<file path="src/rtl/core/tld_pkg.sv">
// Shared types and constants of the text load decoder.
`timescale 1ns / 1ps

package tld_pkg;

   // Field widths.
   localparam int BYTE_W      = 8;
   localparam int LEN_W       = 24;
   localparam int CODE_W      = 21;
   localparam int RSP_FIELD_W = 37;
   localparam int RSP_DATA_W  = 40;

   // Default size limit of one file, in bytes.
   localparam int unsigned MAX_FILE_BYTES_DEF = 32'd8388608;

   // Byte-order mark and line-ending characters.
   localparam logic [BYTE_W-1:0] MARK_B0 = 8'hEF;
   localparam logic [BYTE_W-1:0] MARK_B1 = 8'hBB;
   localparam logic [BYTE_W-1:0] MARK_B2 = 8'hBF;
   localparam logic [BYTE_W-1:0] CHAR_LF = 8'h0A;
   localparam logic [BYTE_W-1:0] CHAR_CR = 8'h0D;
   localparam logic [BYTE_W-1:0] CHAR_NUL = 8'h00;

   // UTF-8 lead and continuation byte patterns.
   localparam logic [BYTE_W-1:0] LEAD2_MASK = 8'hE0;
   localparam logic [BYTE_W-1:0] LEAD2_CODE = 8'hC0;
   localparam logic [BYTE_W-1:0] LEAD3_MASK = 8'hF0;
   localparam logic [BYTE_W-1:0] LEAD3_CODE = 8'hE0;
   localparam logic [BYTE_W-1:0] LEAD4_MASK = 8'hF8;
   localparam logic [BYTE_W-1:0] LEAD4_CODE = 8'hF0;
   localparam logic [BYTE_W-1:0] CONT_MASK  = 8'hC0;
   localparam logic [BYTE_W-1:0] CONT_CODE  = 8'h80;

   // Code point limits.
   localparam logic [CODE_W-1:0] CODE_MAX  = 21'h10FFFF;
   localparam logic [CODE_W-1:0] SURR_LO   = 21'h00D800;
   localparam logic [CODE_W-1:0] SURR_HI   = 21'h00DFFF;
   localparam logic [CODE_W-1:0] MIN_TWO   = 21'h000080;
   localparam logic [CODE_W-1:0] MIN_THREE = 21'h000800;
   localparam logic [CODE_W-1:0] MIN_FOUR  = 21'h010000;

   localparam logic [LEN_W-1:0] LEN_MAX = {LEN_W{1'b1}};

   typedef enum logic {
      KIND_TEXT,
      KIND_SUMMARY
   } kind_type;

   typedef enum logic [1:0] {
      STATUS_OK,
      STATUS_INVALID,
      STATUS_TOO_LARGE
   } status_type;

   typedef enum logic [1:0] {
      EOL_LF,
      EOL_CRLF,
      EOL_CR,
      EOL_MIXED
   } eol_type;

   // One step of work handed from the input stage to the body checker.
   typedef struct packed {
      logic              valid;
      logic              summary;
      logic [BYTE_W-1:0] data;
      logic              mark;
      logic              oversize;
      logic              run_end;
   } op_type;

endpackage

</file>
<file path="src/rtl/core/tld_body.sv">
// UTF-8 checker, line-ending normalizer and result register of the decoder.
`timescale 1ns / 1ps

module tld_body
   import tld_pkg::*;
(
   input  logic                  clock,
   input  logic                  reset,
   input  op_type                op_in,
   output logic                  op_ready,
   output logic                  rsp_tvalid,
   input  logic                  rsp_tready,
   // rsp_tdata: text_byte[7:0], status[9:8], eol_kind[11:10], had_mark[12],
   // text_length[36:13], zero fill[39:37]
   output logic [RSP_DATA_W-1:0] rsp_tdata,
   // rsp_tuser: item_kind[0]
   output logic                  rsp_tuser,
   output logic                  rsp_tlast
);

   typedef enum logic [1:0] {
      CLASS_NONE,
      CLASS_TWO,
      CLASS_THREE,
      CLASS_FOUR
   } class_type;

   // Body state.
   logic [1:0]        need_ff, need_in;
   logic [CODE_W-1:0] accum_ff, accum_in;
   class_type         class_ff, class_in;
   logic              bad_ff, bad_in;
   logic              cr_ff, cr_in;
   logic [2:0]        flags_ff, flags_in;
   logic [LEN_W-1:0]  count_ff, count_in;

   // Result register.
   logic              out_valid_ff;
   kind_type          out_kind_ff, out_kind_in;
   logic [BYTE_W-1:0] out_byte_ff, out_byte_in;
   logic              out_last_ff;
   status_type        out_status_ff, out_status_in;
   eol_type           out_eol_ff, out_eol_in;
   logic              out_mark_ff, out_mark_in;
   logic [LEN_W-1:0]  out_len_ff, out_len_in;

   logic              fire;
   logic              out_load;
   logic [BYTE_W-1:0] b;
   logic [CODE_W-1:0] code_new;
   logic [CODE_W-1:0] code_low;
   logic              drop;
   logic [2:0]        fin_flags;
   logic              fin_bad;

   assign op_ready = !out_valid_ff || rsp_tready;
   assign fire     = op_in.valid && op_ready;
   assign b        = op_in.data;
   assign code_new = {accum_ff[CODE_W-7:0], b[5:0]};

   // Lower bound of the code point for the current sequence length.
   always_comb begin
      case (class_ff)
         CLASS_TWO:   code_low = MIN_TWO;
         CLASS_THREE: code_low = MIN_THREE;
         default:     code_low = MIN_FOUR;
      endcase
   end

   // One step of work: either one body byte or the closing summary.
   always_comb begin
      need_in       = need_ff;
      accum_in      = accum_ff;
      class_in      = class_ff;
      bad_in        = bad_ff;
      cr_in         = cr_ff;
      flags_in      = flags_ff;
      count_in      = count_ff;
      out_load      = 1'b0;
      out_kind_in   = KIND_TEXT;
      out_byte_in   = b;
      out_status_in = STATUS_OK;
      out_eol_in    = EOL_LF;
      out_mark_in   = 1'b0;
      out_len_in    = '0;
      drop          = 1'b0;
      fin_flags     = flags_ff | {cr_ff, 2'b00};
      fin_bad       = bad_ff || (need_ff != 2'd0);

      if (fire && !op_in.summary) begin
         // UTF-8 decoding and validity checks.
         if (need_ff == 2'd0) begin
            if (!b[7]) begin
               if (b == CHAR_NUL) begin
                  bad_in = 1'b1;
               end
            end else if ((b & LEAD2_MASK) == LEAD2_CODE) begin
               need_in  = 2'd1;
               class_in = CLASS_TWO;
               accum_in = CODE_W'(b[4:0]);
            end else if ((b & LEAD3_MASK) == LEAD3_CODE) begin
               need_in  = 2'd2;
               class_in = CLASS_THREE;
               accum_in = CODE_W'(b[3:0]);
            end else if ((b & LEAD4_MASK) == LEAD4_CODE) begin
               need_in  = 2'd3;
               class_in = CLASS_FOUR;
               accum_in = CODE_W'(b[2:0]);
            end else begin
               bad_in = 1'b1;
            end
         end else if ((b & CONT_MASK) != CONT_CODE) begin
            bad_in   = 1'b1;
            need_in  = 2'd0;
            accum_in = '0;
            class_in = CLASS_NONE;
         end else begin
            need_in  = need_ff - 2'd1;
            accum_in = code_new;
            if (need_ff == 2'd1) begin
               if (code_new < code_low || code_new > CODE_MAX ||
                   (code_new >= SURR_LO && code_new <= SURR_HI)) begin
                  bad_in = 1'b1;
               end
               accum_in = '0;
               class_in = CLASS_NONE;
            end
         end

         // Line-ending normalization: CR LF and lone CR both become LF.
         if (cr_ff) begin
            cr_in = 1'b0;
            if (b == CHAR_LF) begin
               flags_in[1] = 1'b1;
               drop        = 1'b1;
            end else begin
               flags_in[2] = 1'b1;
            end
         end
         if (!drop) begin
            out_load = 1'b1;
            if (b == CHAR_CR) begin
               cr_in       = 1'b1;
               out_byte_in = CHAR_LF;
            end else if (b == CHAR_LF) begin
               flags_in[0] = 1'b1;
            end
            if (count_ff != LEN_MAX) begin
               count_in = count_ff + LEN_W'(1);
            end
         end
      end else if (fire) begin
         // Closing summary; the body state returns to its reset values.
         out_load    = 1'b1;
         out_kind_in = KIND_SUMMARY;
         out_byte_in = '0;
         out_mark_in = op_in.mark;
         out_len_in  = count_ff;
         if (op_in.oversize) begin
            out_status_in = STATUS_TOO_LARGE;
         end else if (fin_bad) begin
            out_status_in = STATUS_INVALID;
         end
         if ($countones(fin_flags) > 1) begin
            out_eol_in = EOL_MIXED;
         end else if (fin_flags[1]) begin
            out_eol_in = EOL_CRLF;
         end else if (fin_flags[2]) begin
            out_eol_in = EOL_CR;
         end
         need_in  = 2'd0;
         accum_in = '0;
         class_in = CLASS_NONE;
         bad_in   = 1'b0;
         cr_in    = 1'b0;
         flags_in = '0;
         count_in = '0;
      end
   end

   // Body state registers.
   always_ff @(posedge clock) begin
      if (reset) begin
         need_ff  <= 2'd0;
         accum_ff <= '0;
         class_ff <= CLASS_NONE;
         bad_ff   <= 1'b0;
         cr_ff    <= 1'b0;
         flags_ff <= '0;
         count_ff <= '0;
      end else begin
         need_ff  <= need_in;
         accum_ff <= accum_in;
         class_ff <= class_in;
         bad_ff   <= bad_in;
         cr_ff    <= cr_in;
         flags_ff <= flags_in;
         count_ff <= count_in;
      end
   end

   // Result register; it loads whenever the consumer side can take a result.
   always_ff @(posedge clock) begin
      if (reset) begin
         out_valid_ff <= 1'b0;
      end else if (op_ready) begin
         out_valid_ff <= out_load;
      end
      if (op_ready && out_load) begin
         out_kind_ff   <= out_kind_in;
         out_byte_ff   <= out_byte_in;
         out_last_ff   <= op_in.run_end;
         out_status_ff <= out_status_in;
         out_eol_ff    <= out_eol_in;
         out_mark_ff   <= out_mark_in;
         out_len_ff    <= out_len_in;
      end
   end

   assign rsp_tvalid = out_valid_ff;
   assign rsp_tuser  = out_kind_ff;
   assign rsp_tlast  = out_last_ff;
   assign rsp_tdata  = {{(RSP_DATA_W - RSP_FIELD_W){1'b0}}, out_len_ff, out_mark_ff,
                        out_eol_ff, out_status_ff, out_byte_ff};

endmodule

</file>
<file path="src/rtl/core/text_load_decoder.sv">
// Top level of the text load decoder: mark detection, work register and body checker.
`timescale 1ns / 1ps

// The decoder takes the bytes of one file on the req_ stream, the final byte
// marked by req_tlast, and returns the normalized text bytes on the rsp_ stream,
// followed by one summary transaction (rsp_tuser high) that carries status,
// line-ending kind, mark flag and text length; rsp_tlast marks the final
// result caused by each input byte. A leading EF BB BF mark is removed. One
// byte is taken per cycle while the output is not stalled and no held byte or
// summary is pending. The body checker handles one byte or one summary per
// cycle while its output register can take a result; held mark-candidate bytes
// (at most two, only at the start of a file) go before the byte that releases
// them, and a file's final byte is followed by its summary. Results are held
// in an output register; while one waits, a byte is taken only if no step is pending.
module text_load_decoder
   import tld_pkg::*;
#(
   parameter int unsigned MAX_FILE_BYTES = MAX_FILE_BYTES_DEF
)
(
   input  logic                  clock,
   input  logic                  reset,
   input  logic                  req_tvalid,
   output logic                  req_tready,
   // req_tdata: data_byte[7:0]
   input  logic [BYTE_W-1:0]     req_tdata,
   // req_tlast: last_byte
   input  logic                  req_tlast,
   output logic                  rsp_tvalid,
   input  logic                  rsp_tready,
   // rsp_tdata: text_byte[7:0], status[9:8], eol_kind[11:10], had_mark[12],
   // text_length[36:13], zero fill[39:37]
   output logic [RSP_DATA_W-1:0] rsp_tdata,
   // rsp_tuser: item_kind[0]
   output logic                  rsp_tuser,
   output logic                  rsp_tlast
);

   localparam logic [1:0]       START_DONE = 2'd3;
   localparam logic [LEN_W-1:0] SIZE_LIMIT = LEN_W'(MAX_FILE_BYTES);

   // Front state: mark detection and input byte count.
   logic [1:0]       start_ff, start_in;
   logic             mark_ff, mark_in;
   logic [LEN_W-1:0] in_count_ff, in_count_in;
   logic             over_ff, over_in;

   // Work register: the steps still to do for the accepted byte.
   logic              job_valid_ff;
   logic [1:0]        held_ff;
   logic              cur_ff;
   logic              sum_ff;
   logic [BYTE_W-1:0] byte_ff;
   logic              job_mark_ff;
   logic              job_over_ff;

   logic [1:0]  held_new;
   logic        cur_new;
   logic [1:0]  held_rem;
   logic        cur_rem;
   logic        sum_rem;
   logic        last_step;
   logic        accept;
   logic        step;
   logic        op_ready;
   logic        match;
   logic [BYTE_W-1:0] mark_byte;
   op_type      op;

   assign accept = req_tvalid && req_tready;

   // Expected mark byte at the current start position.
   always_comb begin
      case (start_ff)
         2'd0:    mark_byte = MARK_B0;
         2'd1:    mark_byte = MARK_B1;
         default: mark_byte = MARK_B2;
      endcase
   end

   assign match = (req_tdata == mark_byte);

   // Decide what an accepted byte does to the mark detector and the size count.
   always_comb begin
      start_in    = start_ff;
      mark_in     = mark_ff;
      in_count_in = in_count_ff;
      over_in     = over_ff;
      held_new    = 2'b00;
      cur_new     = 1'b0;

      if (in_count_ff >= SIZE_LIMIT) begin
         over_in = 1'b1;
      end else begin
         in_count_in = in_count_ff + LEN_W'(1);
      end

      if (start_ff != START_DONE) begin
         if (match && start_ff == 2'd2) begin
            mark_in  = 1'b1;
            start_in = START_DONE;
         end else if (match && !req_tlast) begin
            start_in = start_ff + 2'd1;
         end else begin
            held_new = {start_ff == 2'd2, start_ff != 2'd0};
            start_in = START_DONE;
            cur_new  = 1'b1;
         end
      end else begin
         cur_new = 1'b1;
      end
   end

   // Front state registers; the end of a file returns them to reset.
   always_ff @(posedge clock) begin
      if (reset) begin
         start_ff    <= 2'd0;
         mark_ff     <= 1'b0;
         in_count_ff <= '0;
         over_ff     <= 1'b0;
      end else if (accept) begin
         if (req_tlast) begin
            start_ff    <= 2'd0;
            mark_ff     <= 1'b0;
            in_count_ff <= '0;
            over_ff     <= 1'b0;
         end else begin
            start_ff    <= start_in;
            mark_ff     <= mark_in;
            in_count_ff <= in_count_in;
            over_ff     <= over_in;
         end
      end
   end

   // Steps left after the current one: held bytes, then the byte, then the summary.
   always_comb begin
      held_rem = held_ff;
      cur_rem  = cur_ff;
      sum_rem  = sum_ff;
      if (held_ff[0]) begin
         held_rem[0] = 1'b0;
      end else if (held_ff[1]) begin
         held_rem[1] = 1'b0;
      end else if (cur_ff) begin
         cur_rem = 1'b0;
      end else begin
         sum_rem = 1'b0;
      end
   end

   assign last_step = !(|held_rem) && !cur_rem && !sum_rem;

   // Current step handed to the body checker.
   always_comb begin
      op.valid    = job_valid_ff;
      op.summary  = !(|held_ff) && !cur_ff;
      op.data     = held_ff[0] ? MARK_B0 : (held_ff[1] ? MARK_B1 : byte_ff);
      op.mark     = job_mark_ff;
      op.oversize = job_over_ff;
      op.run_end  = last_step;
   end

   assign step       = job_valid_ff && op_ready;
   assign req_tready = !job_valid_ff || (op_ready && last_step);

   // Work register.
   always_ff @(posedge clock) begin
      if (reset) begin
         job_valid_ff <= 1'b0;
      end else if (accept) begin
         job_valid_ff <= (|held_new) || cur_new || req_tlast;
      end else if (step) begin
         job_valid_ff <= !last_step;
      end
      if (accept) begin
         held_ff     <= held_new;
         cur_ff      <= cur_new;
         sum_ff      <= req_tlast;
         byte_ff     <= req_tdata;
         job_mark_ff <= mark_in;
         job_over_ff <= over_in;
      end else if (step) begin
         held_ff <= held_rem;
         cur_ff  <= cur_rem;
         sum_ff  <= sum_rem;
      end
   end

   tld_body u_body (
      .clock      (clock),
      .reset      (reset),
      .op_in      (op),
      .op_ready   (op_ready),
      .rsp_tvalid (rsp_tvalid),
      .rsp_tready (rsp_tready),
      .rsp_tdata  (rsp_tdata),
      .rsp_tuser  (rsp_tuser),
      .rsp_tlast  (rsp_tlast)
   );

endmodule

</file>
<file path="config.mk">
export PLATFORM = sky130hd
export DESIGN_NAME = text_load_decoder
export DESIGN_NICKNAME = d
export VERILOG_FILES = /design/src/rtl/core/tld_pkg.sv /design/src/rtl/core/tld_body.sv /design/src/rtl/core/text_load_decoder.sv
export SDC_FILE = /design/constraint.sdc
export NUM_CORES = 1
export LEC_CHECK = 0
export BUFFER_PORTS_ARGS = -buffer_cell sky130_fd_sc_hd__buf_2
export CAP_MARGIN = 20
export CORE_UTILIZATION = 62
export CTS_BUF_LIST = sky130_fd_sc_hd__clkbuf_4
export DETAILED_ROUTE_END_ITERATION = 8
export PLACE_DENSITY_LB_ADDON = 0.12
export RECOVER_POWER = 25
export SETUP_SLACK_MARGIN = 0.02
export SYNTH_ARGS = -nofsm -noshare
export SYNTH_HDL_FRONTEND = slang
export SYNTH_SLANG_ARGS = --single-unit
</file>
<file path="constraint.sdc">
create_clock -name clock -period 2.6 [get_ports clock]
set_input_delay 0.26 -clock clock [delete_from_list [all_inputs] [get_ports clock]]
set_output_delay 0.26 -clock clock [all_outputs]
set_load 0.005 [all_outputs]
</file>
# Word level (Yosys, flattened, before mapping)
# Index checks and enable logic that the tools add are counted.
classes:
  addsub: 6
  muxes: 96
  n_lt_le_gt_ge: 6
  bitwise_logic: 2
  reduce_logical: 49
  eq_ne: 29
op_table:
  columns: ["cell", "n"]
  rows:
  - ["$mux W24", 6]
  - ["$mux W15", 9]
  - ["$mux W2", 26]
  - ["$add A24 B1 Y24 const B", 2]
  - ["$mux W8", 6]
  - ["$mux W1", 45]
  - ["$pmux W17 S2", 1]
  - ["$add A32 B1 Y32", 1]
  - ["$gt A32 B2 Y1 const B", 1]
  - ["$ge A24 B24 Y1 const B", 1]
  - ["$ne A24 B24 Y1 const B", 1]
  - ["$ge A21 B16 Y1 const B", 1]
  - ["$gt A21 B21 Y1 const B", 1]
  - ["$le A21 B16 Y1 const B", 1]
  - ["$lt A21 B17 Y1", 1]
  - ["$ne A4 B4 Y1 const B", 5]
  - ["$eq A8 B4 Y1 const B", 2]
  - ["$ne A2 B2 Y1 const B", 8]
  - ["$pmux W7 S2", 1]
  - ["$reduce_and A3 Y1", 4]
  - ["$logic_and A1 B1 Y1", 11]
  - ["$logic_not A1 Y1", 10]
  - ["$reduce_bool A2 Y1", 5]
  - ["$eq A8 B8 Y1", 1]
  - ["23 further kinds", 38]
word_totals:
  register_bits: 131
  elab_cells: 217
  output_inout_bits: 44

# Longest topological paths before layout
# Gate-level depths: netlist of the first run.
depth:
  word_depth: 11
  mapped_depth: 9
  depth_no_buf: 8

# Hierarchy
# A second synthesis of the first run with hierarchy kept.
hier_totals:
  hier_cells: 651
  area_unflattened_um2: 6283.5
modules_own_cells:
  columns: ["module", "cells_each", "area_per_inst_um2", "n_inst", "seq_area_each_um2"]
  rows:
  - ["tld_body", 411, 4062.6, 1, 2152.1]
  - ["text_load_decoder", 240, 2220.9, 1, 1001.0]

# Worst setup path before layout of the first run
# No wires, ideal clock.
synth_path:
  path_kind: "register to register"
  start: "register held_ff[0]"
  end: "register u_body.count_ff[14]"
  n_path_buf: 1
  slack_ns: 0.374
  setup_time_ns: 0.118
  stages_incl_launch_ff: 8
  arrival_ns: 2.107
  path_cell_list: "edfxtp_1 > or4_1 > or4_4 > nand2_4 > buf_8 > inv_4 > a41oi_1 > nor2_1"
synth_between:
  elab_chain_len: 7
  elab_cells_between_ends: 15
  classes_between: "eq/ne (3); mux (5); reduce/logical (7)"
synth_rtl:
  columns: ["item", "line_no", "text"]
  rows:
  - ["from (decl)", "text_load_decoder.sv:50", "logic [1:0] held_ff;"]
  - ["from (signal assigned)", "text_load_decoder.sv:177", "held_ff <= held_new;"]
  - ["from (signal assigned)", "text_load_decoder.sv:184", "held_ff <= held_rem;"]
  - ["$mux W8 / $reduce_or A2 Y1 (equally long branches)", "text_load_decoder.sv:158, text_load_decoder.sv:157", null]
  - ["$eq A8 B4 Y1 / $logic_not A1 Y1 (equally long branches)", "tld_body.sv:133, text_load_decoder.sv:157", null]
  - ["$mux W1 / $logic_and A1 B1 Y1 (equally long branches)", "tld_body.sv:133, text_load_decoder.sv:157", null]
  - ["$mux W1 / $logic_not A1 Y1 (equally long branches)", "tld_body.sv:131, tld_body.sv:90", null]
  - ["$mux W1 / $logic_and A1 B1 Y1 (equally long branches)", "tld_body.sv:90", "if (fire && !op_in.summary) begin"]
  - ["$ne A2 B2 Y1 (no source line) / $reduce_bool A2 Y1 (equally long branches)", null, null]
  - ["$reduce_and A3 Y1 (no source line)", null, null]
  - ["to (signal assigned)", "tld_body.sv:198", "count_ff <= count_in;"]
  - ["to (decl)", "tld_body.sv:35", "logic [LEN_W-1:0] count_ff, count_in;"]
# Several ways; a longest one is shown, not always the timed one. The select of a mux whose other input is x is not followed.
# A chain may end at the register's enable or synchronous reset.

# Final worst setup path of the first run
# Ends and elaborated chain as after synthesis.

==> results.cfg, run 1 <==
[synthesis]
ys.flop_type = dfxtp_1
synth-seq-cells = 131
synth.avg_cell_area_um2 = 9.63
seq_area_frac_synth_pct = 50.8
synth_cells = 645
yosys_warnings = 0
ys_types = 71
synth_async_sr_flop_share_pct = 0
synth_edf_count = 53
netlist_area_um2 = 6210

[sta]
fmax_mhz = 407
setup-tns-final_ns = 0
slew_headroom_pct = 46.2
setup_violations = 0
hold_viol = 0
clock_skew_ns = 0.0165
holdWs_ns = 0.0371
finalCriticalPeriod_ns = 2.46
drv_slew = 0
finalCritPeriodShare_pct = 94.4
tightest_slew_ns = 0.796
rsz0062_at_grt = no

[worst_setup_path]
crit_required_ns = 3.07
critPathCaptureType = flop
crit_arrival_ns = 2.92
cpPeakStageDelay_ns = 0.54
path_cells = or4_1 > or4_4 > nand2_4 > inv_6 > a41oi_1 > nor2_1
r2r_slack_ns = 0.14
critical_path_class = reg2reg
startpoint = held_ff[0]$_SDFFCE_PN0P_
start_kind = flop
critical_path.slowest_cell = or4_1
worstReg2RegEnd = u_body.count_ff[14]$_SDFFE_PP0P_
r2r-start = held_ff[0]$_SDFFCE_PN0P_
path_max_fanout = 45
worstSetupEndpoint = u_body.count_ff[14]$_SDFFE_PP0P_
reg2regPathDepth = 6

[route]
dr_total_vias = 5358
drc = 0
routedWlPerCell_um = 16.6
dr_wl_met2_um = 7250
dr.pass1.iters = 5
wl_met3_um = 967
via_per_inst = 6.13
ant_nets = 0
met1Wirelength_um = 6060
top_layer = met4
drt-initial-drc-count = 332
drt-total-wl_um = 14500

[floorplan]
ios = 57
fp.coreArea_um2 = 9730
dieArea_um2 = 10400
die_w_um = 102
die_y_um = 102
rows = 36
start_util_pct = 63.8

[finish]
layout-drive-gt1-share_pct = 15.0
multi_input_area_um2 = 2770
ff_latch_area_um2 = 3150
fill_cells = 785
fin_nets = 755
area_growth_pct = 14.5

[grt]
overflow = 0
grt_pass1_wl_um = 23600
antenna_found_initial = 0
grt_max_degree = 46
grt_usage_pct = 29.8
grt_pass1_vias = 4902

[worst_hold_path]
hp-class = in2reg

[cts]
cts_made_buffers = 17
post_cts_buffers = 0
cts.sinks = 131
root_buffer = clkbuf_4
cts_tree = built
clk_latency_ns = 0.57
path_clk_slew_ns = 0.11
clk_path_buf_depth = 2
htree_levels = 4

[power]
p_per_area_nw_per_um2 = 598
ir_drop_mv = 0.451
cellLeakagePower_nw = 2.50

[run]
max_cap_viol_count = 0

[placed_design]
place_congestion = 0.941
port_buffers = 53
dpl.hpwl_um = 9910

[run_status]
outcome = completed
per-stage QoR:
step           power [W]  utilization [%]  setup slack [ns]  cells  area [µm²]
3_3_place_gp     0.00277             69.4             0.167    831        6750
4_1_cts          0.00426             73.5            0.0830    872        7150
2_1_floorplan    0.00262                -             0.374    647        6220
6_report         0.00425             73.1             0.145    874        7110
3_5_place_dp     0.00279             69.4             0.105    831        6750
5_1_grt          0.00442             73.1            0.0242    873        7110
layer usage:
| metal | vias to the layer above | global-route usage, % |
|---|---|---|
| met2 | 186 | 46.8 |
| met5 | - | 0 |
| li1 | 2578 | - |
| met3 | 18 | 9.71 |
| met1 | 2576 | 38.0 |
| met4 | 0 | 12.2 |
kinds of logic (layout without fill, tap and decap cells):
logic type,count (synthesis),in the layout,share of synthesized area [%]
multiplexers,1,1,0.161
other,1,4,0.0604
adder cells (fa/ha/maj),15,15,3.02
buffers and inverters,68,161,4.81
AND/OR/NAND/NOR,259,259,23.4
AO/OA/AOI/OAI,164,164,17.0
flip-flops,131,131,50.8
XOR/XNOR,6,6,0.846
layout by cell type, fill, tap and decap left out, drive strengths merged, types with 7 or more instances in the layout:
| cell type | netlist | routed |
|---|---|---|
| nand2 | 41 | 41 |
| a211oi | 7 | 7 |
| clkinv | 0 | 9 |
| o31ai | 17 | 17 |
| or4 | 20 | 20 |
| nand3 | 17 | 17 |
| edfxtp | 53 | 53 |
| o21ai | 32 | 32 |
| nor2 | 50 | 50 |
| and3 | 31 | 31 |
| a22oi | 10 | 10 |
| nor3 | 16 | 16 |
| nand4 | 22 | 22 |
| or3 | 20 | 20 |
| buf | 12 | 58 |
| dlygate4sd3 | 0 | 9 |
| dfxtp | 78 | 78 |
| inv | 30 | 30 |
| clkbuf | 26 | 50 |
| a21oi | 62 | 62 |
| ha | 15 | 15 |
worst max-delay path, delay by kind of cell (launching register included):
| kind | cells | cell delay, ns |
|---|---|---|
| AO/OA/AOI/OAI | 1 | 0.25 |
| buffers and inverters | 1 | 0.22 |
| flip-flops | 1 | 0.47 |
| AND/OR/NAND/NOR | 4 | 1.41 |
synth_stat cells, drive strengths merged (3+ instances only):
| cell | instances | share of area, % |
|---|---|---|
| a211oi | 7 | 0.85 |
| a21oi | 62 | 5.4 |
| a22oi | 10 | 1.2 |
| a31o | 4 | 0.56 |
| a31oi | 4 | 0.40 |
| and2 | 4 | 0.40 |
| and3 | 31 | 3.1 |
| and4 | 4 | 0.56 |
| buf | 12 | 1.4 |
| clkbuf | 26 | 1.6 |
| dfxtp | 78 | 25 |
| edfxtp | 53 | 26 |
| ha | 15 | 3.0 |
| inv | 30 | 1.9 |
| nand2 | 41 | 2.6 |
| nand2b | 5 | 0.50 |
| nand3 | 17 | 1.5 |
| nand3b | 5 | 0.60 |
| nand4 | 22 | 2.2 |
| nand4b | 3 | 0.42 |
| nor2 | 50 | 3.0 |
| nor3 | 16 | 1.3 |
| nor4 | 6 | 0.71 |
| o211ai | 3 | 0.36 |
| o21a | 4 | 0.48 |
| o21ai | 32 | 2.6 |
| o31ai | 17 | 2.1 |
| o41ai | 3 | 0.42 |
| or2 | 6 | 0.60 |
| or3 | 20 | 2.0 |
| or4 | 20 | 2.5 |
| xnor2 | 4 | 0.56 |
worst min path at each step:
stage                               startpoint                        to  slack, ns  cells past startpoint
after floorplan                   req_tdata[0]      byte_ff[0]$_DFFE_PP_       0.36                      0
after global placement    over_ff$_SDFFE_PP0P_      over_ff$_SDFFE_PP0P_       0.44                      2
after detailed placement          req_tdata[1]      byte_ff[1]$_DFFE_PP_       0.45                      1
after CTS                            req_tlast  start_ff[1]$_SDFFE_PP0P_      0.007                      2
after global routing                 req_tlast  start_ff[1]$_SDFFE_PP0P_       0.02                      2
final                                req_tlast  start_ff[1]$_SDFFE_PP0P_       0.04                      2
flip-flops by register name, summed over array words and instances, names as in the netlist, 2 cells and up:
| name | cells |
|---|---|
| byte_ff | 8 |
| held_ff | 2 |
| in_count_ff | 24 |
| start_ff | 2 |
| u_body.accum_ff | 15 |
| u_body.class_ff | 2 |
| u_body.count_ff | 24 |
| u_body.flags_ff | 3 |
| u_body.need_ff | 2 |
| u_body.out_byte_ff | 8 |
| u_body.out_eol_ff | 2 |
| u_body.out_len_ff | 24 |
| u_body.out_status_ff | 2 |
cell type report:
| class | instances | area share [%] |
|---|---|---|
| clock buffers | 18 | 1.90 |
| inverters | 30 | 1.65 |
| multi-input cells | 448 | 39.0 |
| repair buffers | 99 | 8.41 |
| clock inverters | 14 | 2.36 |
| flip-flops and latches | 131 | 44.3 |
| diodes | 1 | 0.0352 |
| well taps | 133 | 2.34 |
where the power goes:
group,leakage (nW),total (W),internal (W),switching [W]
combinational,1.20,0.000477,0.000165,0.000312
sequential,1.13,0.00228,0.00223,0.0000471
clock,0.165,0.00150,0.000751,0.000749
what timing repair did:
action,in CTS,in global routing
hold endpoints to repair,9,0
resized for setup,0,1
endpoints found under the setup margin,0,2
hold buffers,9,0
Note: power is estimated with default switching activity, not from simulation.
==> run 2, diff against run 1 <==
--- a/config.mk
+++ b/config.mk
@@ -7,7 +7,9 @@
 export LEC_CHECK = 0
 export BUFFER_PORTS_ARGS = -buffer_cell sky130_fd_sc_hd__buf_2
 export CAP_MARGIN = 20
-export CORE_UTILIZATION = 62
+export CELL_PAD_IN_SITES_DETAIL_PLACEMENT = 0
+export CELL_PAD_IN_SITES_GLOBAL_PLACEMENT = 1
+export CORE_UTILIZATION = 48
 export CTS_BUF_LIST = sky130_fd_sc_hd__clkbuf_4
 export DETAILED_ROUTE_END_ITERATION = 8
 export PLACE_DENSITY_LB_ADDON = 0.12
==> results.cfg, run 2 (synthesized netlist as in run 1, its figures left out) <==
[route]
routedWlPerCell_um = 16.1
dr_total_vias = 5155
drc = 0
via_per_inst = 5.75
ant_nets = 0
drt-total-wl_um = 14500
drt-initial-drc-count = 449
dr.pass1.iters = 5

[finish]
n_antenna_cell = 0
fill_cells = 1204
design_area_um2 = 6980
layout-drive-gt1-share_pct = 14.1
layout_commonest_cell = dfxtp_1
reg_top3 = in_count_ff: 24 flops, u_body.count_ff: 24 flops, u_body.out_len_ff: 24 flops
final_cell_mix = dfxtp_1, a21oi_1, edfxtp_1, nor2_1, nand2_1
fin_nets = 739
area_growth_pct = 12.4
finish.utilization_pct = 55.3

[floorplan]
fp.coreArea_um2 = 12600
dieArea_um2 = 13400
start_util_pct = 49.2
ios = 57
die_w_um = 116
die_y_um = 116
rows = 41

[run]
max_cap_viol_count = 0

[cts]
root_buffer = clkbuf_4
clk_latency_ns = 0.54
clk_path_buf_depth = 2
cts.sinks = 131
path_clk_slew_ns = 0.11
cts_made_buffers = 17
post_cts_buffers = 0
htree_levels = 4
post_cts_resized = 0
cts_tree = built
cts_hold_buffers = 8

[run_status]
outcome = completed

[grt]
grt-busiest-layer = met2
use_met1_pct = 30.3
grt_pass1_vias = 4767
overflow = 0
grt_max_degree = 46
grt_usage_pct = 22.9
grt_use_met2_pct = 36.6
grt_pass1_wl_um = 23600
antenna_found_initial = 0
use_met3_pct = 5.54

[sta]
drv_slew = 0
finalCritPeriodShare_pct = 90.8
setup_violations = 0
tightest_slew_ns = 0.850
fmax_mhz = 424
hold_viol = 0
rsz0062_at_grt = no
finalCriticalPeriod_ns = 2.36
slew_headroom_pct = 42.5
setup-tns-final_ns = 0
clock_skew_ns = 0.0159

[worst_setup_path]
r2r_slack_ns = 0.24
path_max_fanout = 45
crit_required_ns = 3.05
crit_arrival_ns = 2.81
critPathCaptureType = flop
start_kind = flop
critical_path_class = reg2reg

[placed_design]
place_congestion = 0.868
dpl.hpwl_um = 10100
port_buffers = 53
place_area_um2 = 6700

[power]
p_per_area_nw_per_um2 = 571
ir_drop_mv = 0.447
p_total_w = 0.00399
cellLeakagePower_nw = 2.40

[worst_hold_path]
hp-class = in2reg
run 2: cell count changes in the layout (fill, tap and decap cells not counted), moves of 2 or more:
cell,before,now
buf_1,2,0
buf_2,21,25
buf_4,34,20
bufinv_16,4,1
clkbuf_1,32,29
clkbuf_4,18,24
clkinv_2,5,3
run 2: final timing paths:
check | startpoint | end | cells after the start
max reg2reg | held_ff[0]$_SDFFCE_PN0P_ | u_body.count_ff[14]$_SDFFE_PP0P_ | 6
min | req_tvalid | job_valid_ff$_SDFFE_PP0P_ | 3
max | held_ff[0]$_SDFFCE_PN0P_ | u_body.count_ff[14]$_SDFFE_PP0P_ | 6
min reg2reg | u_body.accum_ff[0]$_SDFFE_PP0P_ | u_body.accum_ff[0]$_SDFFE_PP0P_ | 2
run 2: report_power, final:
group	internal, W	switching (W)	leakage (nW)	total [W]
registers	0.00223	0.0000553	1.13	0.00229
clock network	0.000535	0.000706	0.141	0.00124
logic	0.000158	0.000301	1.13	0.000459
run 2: worst max-delay path, stage by stage (launching register included):
cell and delay [ns]:
edfxtp_1 0.46, or4_1 0.55, or4_4 0.54, nand2_4 0.14
inv_4 0.22, a41oi_1 0.28, nor2_1 0.07
run 2: cell type report:
class	count	area (µm²)	area share (%)
inverters	30	115	1.65
flip-flops and latches	131	3150	45.2
repair buffers	83	484	6.93
well taps	172	215	3.08
multi-input cells	448	2770	39.7
clock inverters	8	63.8	0.914
clock buffers	24	180	2.58
run 2: metrics by stage:
step | hold WS, ns | instances | worst slack, ns
6_report | 0.0559 | 896 | 0.240
5_1_grt | 0.00925 | 896 | 0.0730
4_1_cts | 0.0146 | 896 | 0.235
3_5_place_dp | 0.450 | 856 | 0.244
3_3_place_gp | 0.442 | 856 | 0.298
2_1_floorplan | 0.359 | 647 | 0.374
run 2: per-layer routing:
metal  share of wire (%)  vias up
li1                    -     2553
met1                  47     2470
met2                  48      116
met3                 4.4       16
met4                 1.0        0
met5                   0        -
==> run 3, diff against run 2 <==
--- a/config.mk
+++ b/config.mk
@@ -6,10 +6,7 @@
 export NUM_CORES = 1
 export LEC_CHECK = 0
 export BUFFER_PORTS_ARGS = -buffer_cell sky130_fd_sc_hd__buf_2
-export CAP_MARGIN = 20
-export CELL_PAD_IN_SITES_DETAIL_PLACEMENT = 0
-export CELL_PAD_IN_SITES_GLOBAL_PLACEMENT = 1
-export CORE_UTILIZATION = 48
+export CORE_UTILIZATION = 62
 export CTS_BUF_LIST = sky130_fd_sc_hd__clkbuf_4
 export DETAILED_ROUTE_END_ITERATION = 8
 export PLACE_DENSITY_LB_ADDON = 0.12
@@ -17,4 +14,5 @@
 export SETUP_SLACK_MARGIN = 0.02
 export SYNTH_ARGS = -nofsm -noshare
 export SYNTH_HDL_FRONTEND = slang
+export SYNTH_HIERARCHICAL = 1
 export SYNTH_SLANG_ARGS = --single-unit
==> results.cfg, run 3 <==
[finish]
final_cells = 862
fill_cells = 810
final_cell_mix = dfxtp_1, nor2_1, edfxtp_1, a21oi_1
ff_latch_area_um2 = 3150
layout-drive-gt1-share_pct = 12.6
n_antenna_cell = 0
multi_input_area_um2 = 2840
fin_nets = 744
area_growth_pct = 11.1
reg_top3 = in_count_ff: 24 flops, u_body/count_ff: 24 flops, u_body/out_len_ff: 24 flops
layout_commonest_cell = dfxtp_1

[worst_setup_path]
critical_path.slowest_cell = or4_1
start_kind = flop
cpPeakStageDelay_ns = 0.56
critPathCaptureType = flop
crit_required_ns = 3.02
path_max_fanout = 11
crit_arrival_ns = 2.86
cp_common_cell = buf_4
r2r-start = held_ff[1]$_DFFE_PP_
path_cells = buf_4 > nor3_1 > buf_4 > nor2b_1 > nand4_1 > nand2_1 > buf_4 > or4_1 > mux2i_1
critical_path_class = reg2reg
startpoint = held_ff[1]$_DFFE_PP_

[floorplan]
dieArea_um2 = 10500
die_y_um = 103
fp.coreArea_um2 = 9820
start_util_pct = 64.0
die_w_um = 103
rows = 36
ios = 57

[synthesis]
ys.flop_type = dfxtp_1
synth_top_area_cell = edfxtp_1
synth_cells = 651
synth_edf_count = 53
synth_adder_area_share_pct = 2.99
netlist_top_cells_area = edfxtp_1, dfxtp_1, a21oi_1
seq_area_frac_synth_pct = 50.2
synth.avg_cell_area_um2 = 9.65
synth_compound_area_share_pct = 13.6
synthTopCellsByCount = dfxtp_1, nor2_1, edfxtp_1
netlist_area_um2 = 6280
synth.most_common_cell = dfxtp_1
yosys-mux-area-fraction_pct = 1.33
synth-seq-cells = 131
synth_async_sr_flop_share_pct = 0
synth_top_area_share_pct = 25.3
ys_types = 70
synth_top_family_by_area = simple AND/OR/NAND/NOR gates
yosys_warnings = 6
synth_xor_area_share_pct = 1.95
synth-simple-area-share_pct = 24.9

[grt]
overflow = 0
grt_max_degree = 36
grt_pass1_vias = 4594
use_met1_pct = 34.6
grt_pass1_wl_um = 21500
grt_use_met2_pct = 42.3
antenna_found_initial = 0
grt_usage_pct = 26.6
use_met3_pct = 5.83
grt-busiest-layer = met2

[route]
drt-initial-drc-count = 224
routedWlPerCell_um = 15.4
drt-total-wl_um = 13300
dr_total_vias = 5112
via_per_inst = 5.93
drc = 0
dr.pass1.iters = 5
ant_nets = 0

[run_status]
outcome = completed

[cts]
cts_tree = built
post_cts_buffers = 0
root_buffer = clkbuf_4
clk_path_buf_depth = 2
htree_levels = 4
cts.sinks = 131
cts_made_buffers = 17
path_clk_slew_ns = 0.10
clk_latency_ns = 0.53

[placed_design]
dpl.hpwl_um = 9250
place_congestion = 0.868
port_buffers = 53
placedCellCount = 822

[sta]
hold_viol = 0
slew_headroom_pct = 35.6
rsz0062_at_grt = no
finalCritPeriodShare_pct = 94.2
clock_skew_ns = 0.0128
setup_violations = 0
holdWs_ns = 0.0616
tightest_slew_ns = 0.963
setup-tns-final_ns = 0
finalCriticalPeriod_ns = 2.45
fmax_mhz = 408
drv_slew = 0

[power]
cellLeakagePower_nw = 2.47
ir_drop_mv = 0.332
p_total_w = 0.00390
p_per_area_nw_per_um2 = 559

[worst_hold_path]
hold_start = req_tvalid
hp-class = in2reg

[run]
max_cap_viol_count = 0
-- run 3: cells by family after synthesis --
family | count (synthesis)
AOI/OAI and AO/OA | 129
and+or+nand+nor | 284
muxes | 8
xor gates and xnor gates | 14
DFF | 131
buffers and inverters | 69
adders and majority gates | 15
other | 1
-- run 3: timing repair --
item,in CTS,in global routing
hold buffers,8,0
hold endpoints to repair,8,0
resized for setup,0,2
endpoints found under the setup margin,0,3
-- run 3: report_power, final --
| group | switching (W) | total [W] | internal [W] |
|---|---|---|---|
| Clock | 0.000716 | 0.00119 | 0.000475 |
| Sequential | 0.0000371 | 0.00226 | 0.00222 |
| Combinational | 0.000291 | 0.000455 | 0.000165 |
| Total | 0.00104 | 0.00390 | 0.00286 |
-- run 3: layout make-up --
class	instances	share of cell area (%)
clock buffer	19	2.04
clock inverter	13	1.36
inverter	31	1.72
sequential	131	45.2
multi-input combinational	453	40.7
timing repair buffer	82	6.63
tap	133	2.38
-- run 3: through the flow --
step / setup slack, ns / cell area, µm² / utilization [%]
3_5_place_dp: 0.146 / 6710 / 68.3
3_3_place_gp: 0.220 / 6710 / 68.3
2_1_floorplan: -0.0647 / 6330 / -
5_1_grt: 0.0478 / 6980 / 71.1
6_report: 0.151 / 6980 / 71.1
4_1_cts: 0.125 / 7030 / 71.6
-- run 3: metal layers --
layer	up-vias	wire, µm	part of all wire [%]
li1	2524	-	-
met4	0	215	1.6
met2	160	6460	49
met3	20	661	5.0
met1	2408	5950	45
met5	-	0	0
-- run 3: worst paths after layout --
| kind | depth (start not counted) | end | slack, ns |
|---|---|---|---|
| worst max-delay path | 9 | u_body/count_ff[6]$_SDFFE_PP0P_ | 0.15 |
| worst max register to register | 9 | u_body/count_ff[6]$_SDFFE_PP0P_ | 0.15 |
| worst min-delay path | 2 | job_valid_ff$_SDFFE_PP0P_ | 0.06 |
| worst min register to register | 2 | u_body/accum_ff[0]$_SDFFE_PP0P_ | 0.47 |
-- run 3: worst max-delay path, delay by kind of cell (launching register included) --
kind / cells / cell delay (ns)
and+or+nand+nor: 5 / 1.15
buffers and inverters: 3 / 0.60
DFF: 1 / 0.46
muxes: 1 / 0.14
